$ cat src/rwu_pkg.sv
// ----------------------------------------------------------------------------
// rwu_pkg
// types, register codes and constants of the rprop weight update block
// ----------------------------------------------------------------------------
`default_nettype none

package rwu_pkg;

	localparam int NUM_WEIGHTS_DEF = 1024;

	localparam int INDEX_W  = 10;
	localparam int DATA_W   = 32;
	localparam int FACTOR_W = 16;
	localparam int CFG_IDX_W = 3;

	// configuration register indexes
	localparam logic [CFG_IDX_W-1:0] REG_GROWTH  = 3'd0;
	localparam logic [CFG_IDX_W-1:0] REG_SHRINK  = 3'd1;
	localparam logic [CFG_IDX_W-1:0] REG_CEILING = 3'd2;
	localparam logic [CFG_IDX_W-1:0] REG_FLOOR   = 3'd3;
	localparam logic [CFG_IDX_W-1:0] REG_INIT    = 3'd4;

	// register reset values
	localparam logic [FACTOR_W-1:0] GROWTH_RST  = 16'd19661;
	localparam logic [FACTOR_W-1:0] SHRINK_RST  = 16'd8192;
	localparam logic [DATA_W-1:0]   CEILING_RST = 32'd3276800;
	localparam logic [DATA_W-1:0]   FLOOR_RST   = 32'd1;
	localparam logic [DATA_W-1:0]   INIT_RST    = 32'd6554;

	// stored gradient sign codes
	localparam logic [1:0] SIGN_NONE = 2'd0;
	localparam logic [1:0] SIGN_POS  = 2'd1;
	localparam logic [1:0] SIGN_NEG  = 2'd2;

	// factors are Q2.14
	localparam int FRAC_SHIFT = 14;
	localparam int PROD_W     = DATA_W + FACTOR_W;

	typedef struct packed {
		logic [FACTOR_W-1:0] growth;
		logic [FACTOR_W-1:0] shrink;
		logic [DATA_W-1:0]   ceiling;
		logic [DATA_W-1:0]   floor_step;
		logic [DATA_W-1:0]   init_step;
	} cfg_t;

	// one entry of the per-weight state memory
	typedef struct packed {
		logic              seen;
		logic [1:0]        sign;
		logic [DATA_W-1:0] step;
	} state_rec_t;

	// outcome of the step rule for one word
	typedef struct packed {
		logic [DATA_W-1:0] step;
		logic [1:0]        sign;
		logic              move;
	} step_res_t;

endpackage

`default_nettype wire

$ cat src/rwu_step_calc.sv
// ----------------------------------------------------------------------------
// rwu_step_calc
// step size and sign rule for one weight: grow, shrink or keep the step
// ----------------------------------------------------------------------------
`default_nettype none

module rwu_step_calc import rwu_pkg::*; (
	input  cfg_t                     cfg,
	input  state_rec_t               rec,
	input  logic signed [DATA_W-1:0] gradient,
	output step_res_t                res
);

	logic [1:0]          prev_sign;
	logic [1:0]          cur_sign;
	logic                prev_known;
	logic                same_dir;
	logic                flip_dir;
	logic [DATA_W-1:0]   base_step;
	logic [FACTOR_W-1:0] factor;
	logic [PROD_W-1:0]   prod;
	logic [PROD_W:0]     prod_rnd;
	logic [PROD_W-FRAC_SHIFT:0] prod_shr;
	logic [DATA_W-1:0]   scaled;

	always_comb begin
		prev_sign  = rec.seen ? rec.sign : SIGN_NONE;
		prev_known = (prev_sign == SIGN_POS) || (prev_sign == SIGN_NEG);
		priority if (gradient[DATA_W-1]) begin
			cur_sign = SIGN_NEG;
		end else if (gradient == '0) begin
			cur_sign = SIGN_NONE;
		end else begin
			cur_sign = SIGN_POS;
		end
		same_dir  = (cur_sign != SIGN_NONE) && prev_known && (cur_sign == prev_sign);
		flip_dir  = (cur_sign != SIGN_NONE) && prev_known && (cur_sign != prev_sign);
		base_step = rec.seen ? rec.step : cfg.init_step;
		factor    = same_dir ? cfg.growth : cfg.shrink;

		// exact product, round half up, saturate to 32 bits
		prod     = PROD_W'(base_step) * PROD_W'(factor);
		prod_rnd = {1'b0, prod} + (PROD_W+1)'(1 << (FRAC_SHIFT - 1));
		prod_shr = prod_rnd[PROD_W:FRAC_SHIFT];
		scaled   = (|prod_shr[PROD_W-FRAC_SHIFT:DATA_W]) ? '1 : prod_shr[DATA_W-1:0];

		priority if (same_dir) begin
			res.step = (scaled > cfg.ceiling) ? cfg.ceiling : scaled;
			res.sign = cur_sign;
			res.move = 1'b1;
		end else if (flip_dir) begin
			res.step = (scaled < cfg.floor_step) ? cfg.floor_step : scaled;
			res.sign = SIGN_NONE;
			res.move = 1'b0;
		end else begin
			res.step = base_step;
			res.sign = cur_sign;
			res.move = 1'b1;
		end
	end

endmodule

`default_nettype wire

$ cat config.mk
export PLATFORM = sky130hd
export DESIGN_NAME = rwu_step_calc
export DESIGN_NICKNAME = d
export VERILOG_FILES = /design/src/rwu_pkg.sv /design/src/rwu_step_calc.sv
export SDC_FILE = /design/constraint.sdc
export NUM_CORES = 1
export LEC_CHECK = 0
export ABC_AREA = 1
export BUFFER_PORTS_ARGS = -buffer_cell sky130_fd_sc_hd__buf_2
export CAP_MARGIN = 5
export CORE_UTILIZATION = 63
export DETAILED_ROUTE_END_ITERATION = 6
export PLACE_DENSITY = 0.85
export RECOVER_POWER = 100
export SYNTH_ARGS = -nofsm -noshare
export SYNTH_HDL_FRONTEND = slang
export SYNTH_SLANG_ARGS = --single-unit
$ cat constraint.sdc
create_clock -name vclk -period 11.1
set_input_delay 0.555 -clock vclk [all_inputs]
set_output_delay 0.555 -clock vclk [all_outputs]
set_load 0.01 [all_outputs]
After elaboration in Yosys (flattened, before gate mapping)
Index checks and enable logic that the tools add are counted.
{ "word_totals": {"register_bits": 0, "inputBits": 195, "wordCells": 25} }
{ "classes": {"n_addsub": 1, "mul": 1, "magnitude_cmp": 2, "n_eq_ne": 4, "mux": 10, "n_reduce_logical": 7} }
{ "op_table": {"columns": ["op", "n"], "rows": [
  ["2-to-1 mux 32 bit", 4],
  ["2-to-1 mux 35 bit", 2],
  ["adder 48 x 14 -> 49 bit (second input constant)", 1],
  ["multiplier 32 x 16 -> 48 bit", 1],
  ["greater-than comparator 32 bit", 1],
  ["zero test 32 bit", 1],
  ["less-than comparator 32 bit", 1],
  ["2-to-1 mux 16 bit", 1],
  ["2-to-1 mux 2 bit", 2],
  ["logical AND 1 bit", 3],
  ["OR reduction 3 bit", 1],
  ["equality test 2 x 1 -> 1 bit (second input constant)", 1],
  ["equality test 2 bit", 1],
  ["equality test 2 bit (second input constant)", 1],
  ["inequality test 2 bit", 1],
  ["nonzero test 2 bit", 1],
  ["logical OR 1 bit", 1],
  ["2-to-1 mux 1 bit", 1]
]} }

Longest topological paths before layout
{ "depth": {"word_depth": 15, "mapped_depth": 60} }

Worst setup path after synthesis
No wires, ideal clock.
{ "synth_timing": {"path_kind": "input to output", "start": "in gradient[23]", "end": "out res[15] (netlist bit)", "arrival_time_ps": 9634, "t_required_ps": 10545, "setup_slack_ps": 911, "cell_stages": 51, "path_cell_list": "nor2_1 and2_1 nand2_1 nor2_2 nand2_2 nand3_1 nand4_2 inv_1 clkbuf_1 or2_2 o21ai_1 inv_1 clkbuf_1 nand2_1 fa_1 inv_1 fa_1 inv_1 (+15 left out) nand2_1 nand3_2 nor2_4 clkinv_1 clkbuf_1 nor2_1 inv_1 ha_1 nand2_1 nor3_1 nor4b_1 nand4_1 nand2_1 clkbuf_1 clkbuf_1 a21oi_1 a21oi_1 o21ai_1"} }
{ "synth_lines": {"columns": ["item", "line", "rtl"], "rows": [
  ["start, declared", "rwu_step_calc.sv:10", "input logic signed [DATA_W-1:0] gradient,"],
  ["end, declared", "rwu_step_calc.sv:11", "output step_res_t res"]
]} }

==> qor.yml <==
synth:
  ys_types: 44
  yosysMostFrequentCell: "inv_1"
  syn_nets: 3682
  yosysWarnings: 0
  synthTopCellsByArea: "fa_1 41%, inv_1 14%, ha_1 13%, nand2_1 11%, nor2_1 6.0%"
  avgSynthCellArea_um2: 7.12
  synth_largest_area_cell: "fa_1"
  yosys.area.top_type_share_pct: 41.2
  synth_cells: 2858
  seq_area_frac_synth_pct: 0
  netlist_area_um2: 20400
  synth_common_cells: "747 x inv_1, 577 x nand2_1, 419 x fa_1"
grt:
  grt_max_degree: 59
  grt_pass1_vias: 20621
  grt_pass1_wl_mm: 109
  grt_util_met3_pct: 6.96
  met2_usage_pct: 70.7
  use_met1_pct: 55.0
  antenna_found_initial: 0
  overflow: 0
  grt.total_usage_pct: 43.1
  busiest_layer: "met2"
floorplanning:
  die_w_um: 182
  row_count: 65
  start_util_pct: 64.4
  fp.dieArea_um2: 33000
  fp.dieH_um: 182
  core_area_um2: 31600
  io_pins: 230
job:
  maxCapViolations: 0
critical_path:
  critical_path_buf_inv_count: 13
  worstPathArrival_ns: 10.23
  cpMaxStageDelayCell: "fa_1"
  crit_path_frequent_cell: "nand2_1"
  end_kind: "output port"
  cp.required_ns: 10.55
  crit_type: "input pin to output port"
  cp_max_fo: 15
  cp_slowest_stage_delay_ns: 0.61
  cp-start-kind: "input pin"
  path_delay_family: "adder cells"
finish:
  fin_area_um2: 23500
  area_delta_synth_final_pct: 15.6
  n_sequential_cell: 0
  seqCellArea_um2: 0
  final_core_util_pct: 74.4
  drive_above_1_share_pct: 16.9
  nNetsFinal: 3977
  n_antenna_cell: 0
  nClkBuffers: 0
place:
  gp_congestion: 1.03
  post-dp-hpwl_mm: 59.5
  place_ws_ns: -0.0318
  io_buffers: 230
  placed_cell_area_um2: 22700
routing:
  wire_per_inst_um: 20.3
  drcViolationCount: 0
  final_antenna_net_count: 0
  via_count: 20532
  drt_iter0_markers: 2062
  drt-pass1-iter-count: 6
  drt_wl_total_mm: 72.2
  viasPerCell: 5.78
timing:
  finalHoldViolCount: 0
  layout_setup_ws_ns: 0.315
  tightest_slew_ns: 1.18
  slew_violations: 0
  period_share_pct: 97.2
  post-route-min-period_ns: 10.78
  maxSlewHeadroom_pct: 21.1
  fmax_mhz: 92.7
  setup_viol: 0
  tns_ns: 0
  rsz0062_at_grt: "true"
outcome:
  status: "finished clean"
hold_path:
  hp-class: "input pin to output port"
==> final timing paths <==
path	startpoint	endpoint	slack [ns]	cells past startpoint
worst min-delay path	cfg[36]	res[7]	1.48	4
worst max-delay path	gradient[25]	res[10]	0.32	53
==> area by class of cell <==
class | instances | area [µm²]
Multi-Input combinational cell | 2006 | 17600
Fill cell | 2499 | 8100
Tap cell | 402 | 503
Timing Repair Buffer | 380 | 2580
Timing Repair inverter | 1 | 5.00
Inverter | 764 | 2880
==> stage by stage <==
stage	hold slack, ns	instances
final	1.48	3553
after CTS	1.48	3513
after detailed placement	1.47	3513
after global routing	1.52	3553
after floorplan	1.28	2858
after global placement	1.47	3513
==> layout by cell type, fill, tap and decap left out, drive strengths merged, types with 2 or more instances in the layout <==
master,instances
a211oi,8
a21o,2
a21oi,138
a22oi,5
and2,2
buf,373
clkbuf,6
clkinv,14
clkinvlp,2
fa,419
ha,210
inv,749
nand2,588
nand3,63
nand4,14
nor2,329
nor3,12
nor4b,2
o2111ai,2
o211ai,7
o21a,6
o21ai,143
o221a,3
o221ai,6
or2,15
xnor2,6
xor2,20
==> metal layers <==
layer	routed length (µm)	vias to the layer above
li1	-	9034
met1	26200	9880
met2	33200	1290
met3	8120	328
met4	4640	0
met5	0	-
==> repair_timing <==
item / in CTS / in global routing
hold endpoints to repair: 0 / 0
pin swaps: 0 / 19
gates cloned: 0 / 8
hold buffers: 0 / 0
resized for setup: 5 / 167
buffers inserted: 0 / 32
endpoints found under the setup margin: 14 / 32
==> worst min-delay path, delay by kind of cell <==
family	cells	cell delay (ns)
buffers and inverters	2	0.22
and+or+nand+nor	1	0.04
AOI/OAI and AO/OA	1	0.11
==> logic make-up (layout without fill, tap and decap cells) <==
| logic type | count (synthesis) | count (layout) | share of synthesized area [%] |
|---|---|---|---|
| buf+inv | 852 | 1145 | 15.9 |
| compound gates | 324 | 324 | 8.61 |
| simple gates | 1027 | 1027 | 20.3 |
| fa+ha+maj | 629 | 629 | 54.1 |
| xor+xnor | 26 | 26 | 1.12 |
Power is not shown: default switching activity piles up to over one toggle a cycle in this logic, so the estimate is an artifact.
